File: src/rtl/core/cpio_pkg.sv
// Shared constants and types for the cpio newc stream parser.
package cpio_pkg;

    // Field widths of the byte and result channels.
    localparam int BYTE_W    = 8;
    localparam int SECTION_W = 3;
    localparam int ENTRY_W   = 7;
    localparam int SIZE_W    = 32;

    // Default number of archive entries that the entry counter distinguishes.
    localparam int MAX_ENTRIES = 128;

    // Layout of the newc header.
    localparam int HEADER_LEN       = 110;
    localparam int FILESIZE_AT      = 54;
    localparam int NAMESIZE_AT      = 94;
    localparam int SIZE_DIGITS      = 8;
    localparam int TRAILER_LEN      = 10;
    localparam int TRAILER_NAMESIZE = 11;

    // Part of an entry that a byte belongs to.
    typedef enum logic [SECTION_W-1:0] {
        SEC_HEADER,
        SEC_NAME,
        SEC_NAME_PAD,
        SEC_DATA,
        SEC_DATA_PAD,
        SEC_DONE
    } t_section;

endpackage

File: src/rtl/core/cpio_stream_if.sv
// Valid/ready channel interfaces for archive bytes and parse results.
interface cpio_byte_if;
    logic                         valid;
    logic                         ready;
    logic [cpio_pkg::BYTE_W-1:0]  data_byte;

    modport source (output valid, output data_byte, input ready);
    modport sink   (input valid, input data_byte, output ready);
endinterface

interface cpio_result_if;
    logic                           valid;
    logic                           ready;
    logic [cpio_pkg::BYTE_W-1:0]    byte_out;
    logic [cpio_pkg::SECTION_W-1:0] section;
    logic [cpio_pkg::ENTRY_W-1:0]   entry_number;
    logic [cpio_pkg::SIZE_W-1:0]    section_offset;
    logic [cpio_pkg::SIZE_W-1:0]    name_length;
    logic [cpio_pkg::SIZE_W-1:0]    data_length;
    logic                           trailer_seen;
    logic                           hex_error;

    modport source (
        output valid, output byte_out, output section, output entry_number,
        output section_offset, output name_length, output data_length,
        output trailer_seen, output hex_error, input ready
    );
    modport sink (
        input valid, input byte_out, input section, input entry_number,
        input section_offset, input name_length, input data_length,
        input trailer_seen, input hex_error, output ready
    );
endinterface

File: src/rtl/core/cpio_newc_stream_parser.sv
// cpio newc stream parser: classifies each archive byte and decodes header sizes.
// Each accepted byte's result is registered in the output or skid register.
// Throughput: one byte per cycle while the skid register is empty.
// A skid register takes one more byte while a result waits; then the input stalls.
// Reset (i_rst_n low, synchronous) returns to the start of a header, entry zero,
// and empties both result registers.
module cpio_newc_stream_parser #(
    parameter int MAX_ENTRIES = cpio_pkg::MAX_ENTRIES
) (
    input  logic                  i_clk,
    input  logic                  i_rst_n,
    cpio_byte_if.sink             i_in,
    cpio_result_if.source         o_res
);

    localparam int ENTRY_MAX      = (1 << cpio_pkg::ENTRY_W) - 1;
    localparam int ENTRY_LIMIT    = (MAX_ENTRIES - 1 > ENTRY_MAX)
                                    ? ENTRY_MAX : MAX_ENTRIES - 1;
    localparam int NAME_IDX_W     = $clog2(cpio_pkg::TRAILER_LEN);
    localparam int DIGIT_W        = 4;

    localparam logic [cpio_pkg::BYTE_W-1:0] TRAILER_TEXT [cpio_pkg::TRAILER_LEN] = '{
        "T", "R", "A", "I", "L", "E", "R", "!", "!", "!"
    };

    typedef struct packed {
        logic [cpio_pkg::BYTE_W-1:0]  byte_out;
        cpio_pkg::t_section           section;
        logic [cpio_pkg::ENTRY_W-1:0] entry_number;
        logic [cpio_pkg::SIZE_W-1:0]  section_offset;
        logic [cpio_pkg::SIZE_W-1:0]  name_length;
        logic [cpio_pkg::SIZE_W-1:0]  data_length;
        logic                         trailer_seen;
        logic                         hex_error;
    } t_result;

    typedef struct packed {
        logic               bad;
        logic [DIGIT_W-1:0] value;
    } t_digit;

    // Decode one ASCII hex digit; anything else reads as zero and is flagged.
    function automatic t_digit hex_digit(input logic [cpio_pkg::BYTE_W-1:0] c);
        t_digit d;
        d.bad   = 1'b0;
        d.value = '0;
        priority if (c >= "0" && c <= "9") begin
            d.value = c[DIGIT_W-1:0];
        end else if ((c >= "A" && c <= "F") || (c >= "a" && c <= "f")) begin
            d.value = c[DIGIT_W-1:0] + DIGIT_W'(9);
        end else begin
            d.bad = 1'b1;
        end
        return d;
    endfunction

    // Parse state.
    cpio_pkg::t_section           r_phase,   n_phase;
    logic [cpio_pkg::SIZE_W-1:0]  r_count,   n_count;
    logic [cpio_pkg::SIZE_W-1:0]  r_nsize,   n_nsize;
    logic [cpio_pkg::SIZE_W-1:0]  r_fsize,   n_fsize;
    logic [cpio_pkg::ENTRY_W-1:0] r_entry,   n_entry;
    logic                         r_trailer, n_trailer;
    logic                         r_err,     n_err;
    logic [1:0]                   r_align,   n_align;

    // Result registers.
    t_result r_out, r_skid, n_res;
    logic    r_out_valid, r_skid_valid;

    logic    accept;
    logic    out_free;
    t_digit  digit;
    logic    in_fsize, in_nsize;
    logic    name_cmp;
    logic [cpio_pkg::BYTE_W-1:0] b;

    assign b        = i_in.data_byte;
    assign accept   = i_in.valid && !r_skid_valid;
    assign out_free = !r_out_valid || o_res.ready;
    assign digit    = hex_digit(b);
    assign in_fsize = (r_count >= cpio_pkg::SIZE_W'(cpio_pkg::FILESIZE_AT)) &&
                      (r_count <  cpio_pkg::SIZE_W'(cpio_pkg::FILESIZE_AT +
                                                    cpio_pkg::SIZE_DIGITS));
    assign in_nsize = (r_count >= cpio_pkg::SIZE_W'(cpio_pkg::NAMESIZE_AT)) &&
                      (r_count <  cpio_pkg::SIZE_W'(cpio_pkg::NAMESIZE_AT +
                                                    cpio_pkg::SIZE_DIGITS));
    assign name_cmp = (r_phase == cpio_pkg::SEC_NAME) &&
                      (r_count < cpio_pkg::SIZE_W'(cpio_pkg::TRAILER_LEN));

    // Result of the current byte and the parse state it leaves behind.
    always_comb begin
        n_phase   = r_phase;
        n_count   = r_count + 1'b1;
        n_nsize   = r_nsize;
        n_fsize   = r_fsize;
        n_entry   = r_entry;
        n_trailer = r_trailer;
        n_err     = r_err;
        n_align   = r_align;

        // Header bytes: restart the entry and shift in size digits.
        if (r_phase == cpio_pkg::SEC_HEADER) begin
            if (r_count == '0) begin
                n_nsize   = '0;
                n_fsize   = '0;
                n_err     = 1'b0;
                n_trailer = 1'b1;
            end
            if (in_fsize) begin
                n_fsize = {n_fsize[cpio_pkg::SIZE_W-DIGIT_W-1:0], digit.value};
                n_err   = n_err | digit.bad;
            end
            if (in_nsize) begin
                n_nsize = {n_nsize[cpio_pkg::SIZE_W-DIGIT_W-1:0], digit.value};
                n_err   = n_err | digit.bad;
            end
        end else if (name_cmp && b != TRAILER_TEXT[r_count[NAME_IDX_W-1:0]]) begin
            n_trailer = 1'b0;
        end

        n_res.byte_out       = b;
        n_res.section        = r_phase;
        n_res.entry_number   = r_entry;
        n_res.section_offset = r_count;
        n_res.name_length    = n_nsize;
        n_res.data_length    = n_fsize;
        n_res.trailer_seen   = (r_phase == cpio_pkg::SEC_HEADER) ? 1'b0 : n_trailer;
        n_res.hex_error      = n_err;

        if (r_phase != cpio_pkg::SEC_DONE) begin
            n_align = r_align + 1'b1;
            // Last header byte opens the name section.
            if (r_phase == cpio_pkg::SEC_HEADER &&
                r_count == cpio_pkg::SIZE_W'(cpio_pkg::HEADER_LEN - 1)) begin
                n_trailer = (n_nsize == cpio_pkg::SIZE_W'(cpio_pkg::TRAILER_NAMESIZE));
                n_phase   = cpio_pkg::SEC_NAME;
                n_count   = '0;
            end
            // Step past finished or empty sections.
            if (n_phase == cpio_pkg::SEC_NAME && n_count == n_nsize) begin
                n_phase = cpio_pkg::SEC_NAME_PAD;
                n_count = '0;
            end
            if (n_phase == cpio_pkg::SEC_NAME_PAD && n_align == 2'd0) begin
                n_phase = cpio_pkg::SEC_DATA;
                n_count = '0;
            end
            if (n_phase == cpio_pkg::SEC_DATA && n_count == n_fsize) begin
                n_phase = cpio_pkg::SEC_DATA_PAD;
                n_count = '0;
            end
            if (n_phase == cpio_pkg::SEC_DATA_PAD && n_align == 2'd0) begin
                n_count = '0;
                if (n_trailer) begin
                    n_phase = cpio_pkg::SEC_DONE;
                end else begin
                    n_phase = cpio_pkg::SEC_HEADER;
                    if (r_entry < cpio_pkg::ENTRY_W'(ENTRY_LIMIT)) begin
                        n_entry = r_entry + 1'b1;
                    end
                end
            end
        end
    end

    // Parse state and result register occupancy.
    always_ff @(posedge i_clk) begin
        if (!i_rst_n) begin
            r_phase      <= cpio_pkg::SEC_HEADER;
            r_count      <= '0;
            r_nsize      <= '0;
            r_fsize      <= '0;
            r_entry      <= '0;
            r_trailer    <= 1'b1;
            r_err        <= 1'b0;
            r_align      <= '0;
            r_out_valid  <= 1'b0;
            r_skid_valid <= 1'b0;
        end else begin
            if (accept) begin
                r_phase   <= n_phase;
                r_count   <= n_count;
                r_nsize   <= n_nsize;
                r_fsize   <= n_fsize;
                r_entry   <= n_entry;
                r_trailer <= n_trailer;
                r_err     <= n_err;
                r_align   <= n_align;
            end
            if (out_free) begin
                if (r_skid_valid) begin
                    r_out_valid  <= 1'b1;
                    r_skid_valid <= 1'b0;
                end else begin
                    r_out_valid <= accept;
                end
            end else if (accept) begin
                r_skid_valid <= 1'b1;
            end
        end
    end

    // Result payload: a stalled output parks the new result in the skid register.
    always_ff @(posedge i_clk) begin
        if (out_free) begin
            if (r_skid_valid) begin
                r_out <= r_skid;
            end else if (accept) begin
                r_out <= n_res;
            end
        end else if (accept) begin
            r_skid <= n_res;
        end
    end

    assign i_in.ready           = !r_skid_valid;
    assign o_res.valid          = r_out_valid;
    assign o_res.byte_out       = r_out.byte_out;
    assign o_res.section        = r_out.section;
    assign o_res.entry_number   = r_out.entry_number;
    assign o_res.section_offset = r_out.section_offset;
    assign o_res.name_length    = r_out.name_length;
    assign o_res.data_length    = r_out.data_length;
    assign o_res.trailer_seen   = r_out.trailer_seen;
    assign o_res.hex_error      = r_out.hex_error;

endmodule
File: src/flat_wrapper.sv
// flat-port wrapper written by rule: the top's interface ports become plain ports
module cpio_newc_stream_parser_flat 
#(
    parameter int MAX_ENTRIES = cpio_pkg::MAX_ENTRIES
)
  (i_clk, i_rst_n, i_in_valid, i_in_data_byte, i_in_ready, o_res_valid, o_res_byte_out, o_res_section, o_res_entry_number, o_res_section_offset, o_res_name_length, o_res_data_length, o_res_trailer_seen, o_res_hex_error, o_res_ready);
  cpio_byte_if i_in_i ();
  cpio_result_if o_res_i ();
  input  logic i_clk;
  input  logic i_rst_n;
  input wire logic [$bits(i_in_i.valid)-1:0] i_in_valid;
  input wire logic [$bits(i_in_i.data_byte)-1:0] i_in_data_byte;
  output wire logic [$bits(i_in_i.ready)-1:0] i_in_ready;
  output wire logic [$bits(o_res_i.valid)-1:0] o_res_valid;
  output wire logic [$bits(o_res_i.byte_out)-1:0] o_res_byte_out;
  output wire logic [$bits(o_res_i.section)-1:0] o_res_section;
  output wire logic [$bits(o_res_i.entry_number)-1:0] o_res_entry_number;
  output wire logic [$bits(o_res_i.section_offset)-1:0] o_res_section_offset;
  output wire logic [$bits(o_res_i.name_length)-1:0] o_res_name_length;
  output wire logic [$bits(o_res_i.data_length)-1:0] o_res_data_length;
  output wire logic [$bits(o_res_i.trailer_seen)-1:0] o_res_trailer_seen;
  output wire logic [$bits(o_res_i.hex_error)-1:0] o_res_hex_error;
  input wire logic [$bits(o_res_i.ready)-1:0] o_res_ready;
  assign i_in_i.valid = i_in_valid;
  assign i_in_i.data_byte = i_in_data_byte;
  assign i_in_ready = i_in_i.ready;
  assign o_res_valid = o_res_i.valid;
  assign o_res_byte_out = o_res_i.byte_out;
  assign o_res_section = o_res_i.section;
  assign o_res_entry_number = o_res_i.entry_number;
  assign o_res_section_offset = o_res_i.section_offset;
  assign o_res_name_length = o_res_i.name_length;
  assign o_res_data_length = o_res_i.data_length;
  assign o_res_trailer_seen = o_res_i.trailer_seen;
  assign o_res_hex_error = o_res_i.hex_error;
  assign o_res_i.ready = o_res_ready;
  cpio_newc_stream_parser #(.MAX_ENTRIES(MAX_ENTRIES)) u_core (.i_clk(i_clk), .i_rst_n(i_rst_n), .i_in(i_in_i), .o_res(o_res_i));
endmodule
File: config.mk
export PLATFORM = sky130hd
export DESIGN_NAME = cpio_newc_stream_parser_flat
export DESIGN_NICKNAME = d
export VERILOG_FILES = /design/src/rtl/core/cpio_pkg.sv /design/src/rtl/core/cpio_stream_if.sv /design/src/rtl/core/cpio_newc_stream_parser.sv /design/src/flat_wrapper.sv
export SDC_FILE = /design/constraint.sdc
export NUM_CORES = 1
export LEC_CHECK = 0
export ABC_AREA = 1
export BUFFER_PORTS_ARGS = -buffer_cell sky130_fd_sc_hd__clkbuf_2
export CAP_MARGIN = 25
export CORE_MARGIN = 2
export CORE_UTILIZATION = 50
export CTS_CLUSTER_SIZE = 16
export DETAILED_ROUTE_END_ITERATION = 10
export HOLD_SLACK_MARGIN = 0.05
export PLACE_DENSITY = 0.68
export SYNTH_ARGS = -nofsm -noshare
export SYNTH_HDL_FRONTEND = slang
export SYNTH_SLANG_ARGS = --single-unit
File: constraint.sdc
create_clock -name i_clk -period 8.6 [get_ports i_clk]
set_clock_uncertainty 0.2 [all_clocks]
set_input_delay 0 -clock i_clk [delete_from_list [all_inputs] [get_ports i_clk]]
set_output_delay 0 -clock i_clk [all_outputs]
set_load 0.01 [all_outputs]
# Word level (Yosys, flattened, before mapping)
# Memory sizes are Yosys's and may differ from the RTL's.
# Cells that the tools add are included.
# totals
reg_bits	344
rom_bits	128
n_memories	1
# memory_table
name	depth	width	read_ports	rd_ports_with_merged_regs	write_ports	line	rtl
(name not given)	16	8	1	0	0	cpio_newc_stream_parser.sv:118	end else if (name_cmp && b != TRAILER_TEXT[r_count[NAME_IDX_W-1:0]]) begin
# op_classes
n_addsub	4
n_lt_le_gt_ge	13
n_eq_ne	11
mux	46
n_bitwise	6
n_reduce_logical	26
# op_table
op	count
$mux W32	14
$mux W116	2
$eq A32 B32 Y1	2
$add A32 B1 Y32 const B	1
$eq A32 B4 Y1 const B	1
$eq A32 B7 Y1 const B	1
$ge A32 B6 Y1 const B	1
$ge A32 B7 Y1 const B	1
$logic_not A32 Y1	1
$lt A32 B4 Y1 const B	1
$lt A32 B6 Y1 const B	1
$lt A32 B7 Y1 const B	1
$mux W3	10
$ge A8 B7 Y1 const B	2
$le A8 B7 Y1 const B	2
$mux W1	16
$mux W8	2
$logic_and A1 B1 Y1	13
$ge A8 B6 Y1 const B	1
$le A8 B6 Y1 const B	1
$mux W4	2
$ne A8 B8 Y1	1
$add A7 B1 Y7 const B	1
$lt A7 B7 Y1 const B	1
18 further kinds	27

# Depth between registers and ports, before layout
# depth
ltp_word	23
mapped_depth	35
ltp_nobuf	33

# Least setup slack after synthesis
# OpenSTA, ideal clock, no wires.
# synth_timing
path_kind	reg2reg
startpoint	register u_core.r_skid_valid
endpoint	register u_core.r_skid[0] (netlist bit) (enable)
setup_time_ns	0.592
arrival_ns	5.981
t_required_ns	7.808
path_slack_ns	1.827
path_stages_with_launch	6
n_path_buf	2
path_cell_list	dfxtp_1 -> nor2_1 -> inv_1 -> clkbuf_1 -> clkbuf_1 -> nor2_1
# synth_between
elab_chain_len	3
# synth_lines
element	line	rtl
start, declared	cpio_newc_stream_parser.sv:69	logic r_out_valid, r_skid_valid;
start signal, assigned	cpio_newc_stream_parser.sv:179	r_skid_valid <= 1'b0;
start signal, assigned	cpio_newc_stream_parser.sv:194	r_skid_valid <= 1'b0;
start signal, assigned	cpio_newc_stream_parser.sv:199	r_skid_valid <= 1'b1;
$logic_not A1 Y1	cpio_newc_stream_parser.sv:79	assign accept = i_in.valid && !r_skid_valid;
$logic_and A1 B1 Y1	cpio_newc_stream_parser.sv:79	
$reduce_and A2 Y1 (no line)	-	
end signal, assigned	cpio_newc_stream_parser.sv:213	r_skid <= n_res;
end, declared	cpio_newc_stream_parser.sv:68	t_result r_out, r_skid, n_res;
# Every way passes these cells.
# A chain may end at the register's enable or synchronous reset.

# Final worst setup path
# layout_timing
startpoint	register u_core.r_count[2] (netlist bit)
endpoint	register u_core.r_count[25] (netlist bit)
# layout_between
elab_chain_len	20
# layout_lines
element	line	rtl
start, declared	cpio_newc_stream_parser.sv:59	logic [cpio_pkg::SIZE_W-1:0] r_count, n_count;
start signal, assigned	cpio_newc_stream_parser.sv:183	r_count <= n_count;
$ge A32 B7 Y1 (tied with other cells)	cpio_newc_stream_parser.sv:85	assign in_nsize = (r_count >= cpio_pkg::SIZE_W'(cpio_pkg::NAMESIZE_AT)) &&
$logic_and A1 B1 Y1 (tied with other cells)	cpio_newc_stream_parser.sv:85	
$mux W32 (tied with other cells)	cpio_newc_stream_parser.sv:114	if (in_nsize) begin
$mux W32 (tied with other cells)	cpio_newc_stream_parser.sv:103	if (r_phase == cpio_pkg::SEC_HEADER) begin
$eq A32 B32 Y1 / $eq A3 B1 Y1 (equally long branches)	cpio_newc_stream_parser.sv:141	if (n_phase == cpio_pkg::SEC_NAME && n_count == n_nsize) begin
$logic_and A1 B1 Y1	cpio_newc_stream_parser.sv:141	
$mux W3	cpio_newc_stream_parser.sv:141	
$mux W3	cpio_newc_stream_parser.sv:131	if (r_phase != cpio_pkg::SEC_DONE) begin
(+4 left out)	-	
$eq A32 B32 Y1 / $eq A3 B2 Y1 (equally long branches)	cpio_newc_stream_parser.sv:149	if (n_phase == cpio_pkg::SEC_DATA && n_count == n_fsize) begin
$logic_and A1 B1 Y1	cpio_newc_stream_parser.sv:149	
$mux W3	cpio_newc_stream_parser.sv:149	
$mux W3	cpio_newc_stream_parser.sv:131	
$eq A3 B3 Y1	cpio_newc_stream_parser.sv:153	if (n_phase == cpio_pkg::SEC_DATA_PAD && n_align == 2'd0) begin
$logic_and A1 B1 Y1	cpio_newc_stream_parser.sv:153	
$mux W32	cpio_newc_stream_parser.sv:153	
$mux W32 *	cpio_newc_stream_parser.sv:131	
# Mark *: on every way between the ends. The rest lies on a longest branch, timed or not. The select of a mux whose other input is x is not followed.

==> impl_metrics.yaml <==
run_status:
  status: "finished, final reports clean"
finish:
  areaGrowthSynthToFinish_pct: 13.5
  layout-drive-gt1-share_pct: 11.4
  final_cells: 2994
  utilization_pct: 57.8
  nets: 2519
  n_antenna_cell: 0
  fillCellCount: 3439
timing:
  period_needed_ns: 6.71
  post-route-period-util_pct: 78.0
  max_freq_mhz: 149
  fin_tns_setup_ns: 0
  worst_pin_slew_ns: 1.05
  setup_viol: 0
  slew_headroom_pct: 29.9
  rsz0062_at_grt: "false"
  hold_viol: 0
  finalMaxSlewViolations: 0
clock_tree:
  clockRootBuffer: "clkbuf_16"
  cts_tree: "done"
  htree_levels: 2
  post_cts_resized: 0
  postCtsHoldBufs: 18
  clk_latency_ns: 0.58
  postCtsSetupRepairBufs: 0
  cts_buffers: 39
  clock_path_buffers: 3
  path_clk_slew_ns: 0.06
  clkSinkCount: 344
drt:
  viasPerCell: 5.75
  drtIter0Drc: 2099
  wirelength_um: 63800
  vias: 17200
  first_pass_iters: 6
  final_antenna_net_count: 0
  drc: 0
  wl_per_cell_um: 21.3
global_route:
  antenna_found_initial: 1
  gr-total-overflow: 0
  grt_usage_pct: 33.0
  grt_max_degree: 101
  grt_pass1_wl_um: 96800
  grt_pass1_vias: 15700
synthesis:
  synth_area_leaders: "edfxtp_1 37%, nand2_1 12%, dfxtp_1 12%"
  ys_async_sr_fraction_pct: 0
  synth_top_area_share_pct: 37.2
  ys_types: 41
  synth_edf_count: 232
  synth_cells: 2405
  synth_top_area_cell: "edfxtp_1"
  ys_ff_latch: 344
  ys_seq_area_share_pct: 49.2
  synth-main-ff-cell: "edfxtp_1"
  ys_warn_count: 0
  synthesis.nets: 2429
  postSynthAreaPerCell_um2: 7.79
  syn_area_um2: 18700
floorplan:
  dieWidth_um: 198
  ios: 130
  die_height_um: 198
  die_area_um2: 39000
  start_util_pct: 50.9
  core-area_um2: 36800
  row_count: 70
setup_path:
  cp.required_ns: 8.86
  end_kind: "flip-flop"
  worst-path-max-fanout: 41
  critPathKind: "reg2reg"
  crit_path_end: "u_core.r_count[25]"
  crit_arrival_ns: 6.97
  rr_endpoint: "u_core.r_count[25]"
  r2r-start: "u_core.r_count[2]"
  start_kind: "flip-flop"
  rrSetupSlack_ns: 1.89
  worstRegToRegCells: 26
  cp-startpoint: "u_core.r_count[2]"
power_and_ir_drop:
  powerDensity_nw_per_um2: 214
  power.leakage_nw: 9.13
  vdd_ir_drop_max_mv: 0.174
hold_path:
  min_path_type: "in2reg"
flow_run:
  maxCapViolations: 0
placement:
  port_buffers: 129
  gp_congestion: 1.02
  dp_hpwl_um: 45900
  place_inst: 2903
## critical path, stage by stage (launching register included)
cell and delay [ns]:
dfxtp_1 0.60, nand2_1 0.15, inv_2 0.09, nand2_1 0.17, nor2_2 0.20, nand2_1 0.14, nor2_2 0.20, xor2_1 0.76
inv_1 0.38, nand3_1 0.22, nand2_1 0.07, nor2_1 0.14, nand2_1 0.12, nor2_2 0.17, nand4_4 0.26, nand2_2 0.20
nand3_4 0.41, nand2_1 0.29, nor2_1 0.14, nor2_1 0.12, nand3_1 0.07, nor3_1 0.23, nand3_1 0.17, nor2_4 0.56
nor2_1 0.25, nand3_1 0.16, a21oi_1 0.08
## stage by stage
step	hold WS, ns	worst slack, ns	power (mW)	area (um^2)
floorplan	-0.101	1.83	2.46	18700
global placement	0.0578	2.17	2.73	19600
detailed placement	0.0550	2.10	2.73	19700
CTS	0.0682	2.08	4.55	21200
global route	0.106	1.58	4.71	21300
finish	0.0906	1.89	4.54	21300
## logic make-up (layout without fill, tap and decap cells)
logic type	Yosys count	after routing	synth area share (%)
compound gates	473	473	13.6
xor+xnor	40	40	1.87
fa+ha+maj	12	12	0.802
buf+inv	406	527	8.71
flops	344	344	49.2
simple gates	1130	1130	25.8
## synth_stat cells, types with 11 or more instances
cell	number
o311ai_0	12
o21ai_0	278
ha_1	12
inv_1	265
nand3_1	167
edfxtp_1	232
nor2_2	12
o211ai_1	26
buf_2	16
nor2_1	228
nand4_1	24
dfxtp_1	112
xor2_1	39
nand2_1	605
a31oi_1	27
a21oi_1	118
inv_2	12
clkbuf_1	90
nor3_1	48
nor4_1	11
## state kept, by name, summed over array words and instances (netlist names), 8 cells and up
register	flops
u_core.o_res.byte_out	8
u_core.r_fsize	32
u_core.r_count	32
u_core.o_res.section_offset	32
u_core.o_res.data_length	32
u_core.r_nsize	32
u_core.r_skid	116
u_core.o_res.name_length	32
## worst min path at each step
stage                                 start                 end  slack [ns]  depth (start not counted)
after floorplan           i_in_data_byte[0]  u_core.r_skid[108]       -0.10                          0
after global placement    i_in_data_byte[4]  u_core.r_skid[112]        0.06                          1
after detailed placement  i_in_data_byte[4]  u_core.r_skid[112]        0.06                          1
after CTS                 i_in_data_byte[1]  u_core.r_skid[109]        0.07                          2
after global routing      i_in_data_byte[0]  u_core.r_skid[108]        0.11                          2
final                     i_in_data_byte[1]  u_core.r_skid[109]        0.09                          2
## area by class of cell
| class | count | area [um^2] | share of cell area (%) |
|---|---|---|---|
| Sequential cell | 344 | 9210 | 43.3 |
| Multi-Input combinational cell | 1655 | 7930 | 37.3 |
| Timing Repair Buffer | 178 | 1090 | 5.13 |
| Clock buffer | 46 | 1050 | 4.96 |
| Inverter | 277 | 1040 | 4.90 |
| Tap cell | 468 | 586 | 2.75 |
| Clock inverter | 26 | 345 | 1.62 |
## metal layers
metal | vias up | global-route usage (%) | wire length [um]
met4 | 0 | 16.4 | 3130
li1 | 8210 | - | -
met5 | - | 0 | 0
met2 | 843 | 47.8 | 27100
met3 | 118 | 4.15 | 5270
met1 | 8045 | 48.5 | 28400
## layout by cell type, fill, tap and decap left out, drive strengths merged, types with 26 or more instances in the layout
cell type / instances
a21oi: 118
nor2: 246
nor3: 48
edfxtp: 232
xor2: 39
clkbuf: 175
o21ai: 284
a31oi: 27
inv: 278
buf: 31
o211ai: 26
dfxtp: 112
nand3: 173
nand2: 615
## power by group
part           internal, mW  total (mW)  switching (mW)
clock                  1.10        1.82           0.719
combinational         0.222       0.773           0.551
sequential             1.89        1.95          0.0593
total                  3.21        4.54            1.33
No activity file was read; power rests on OpenSTA's default activity.
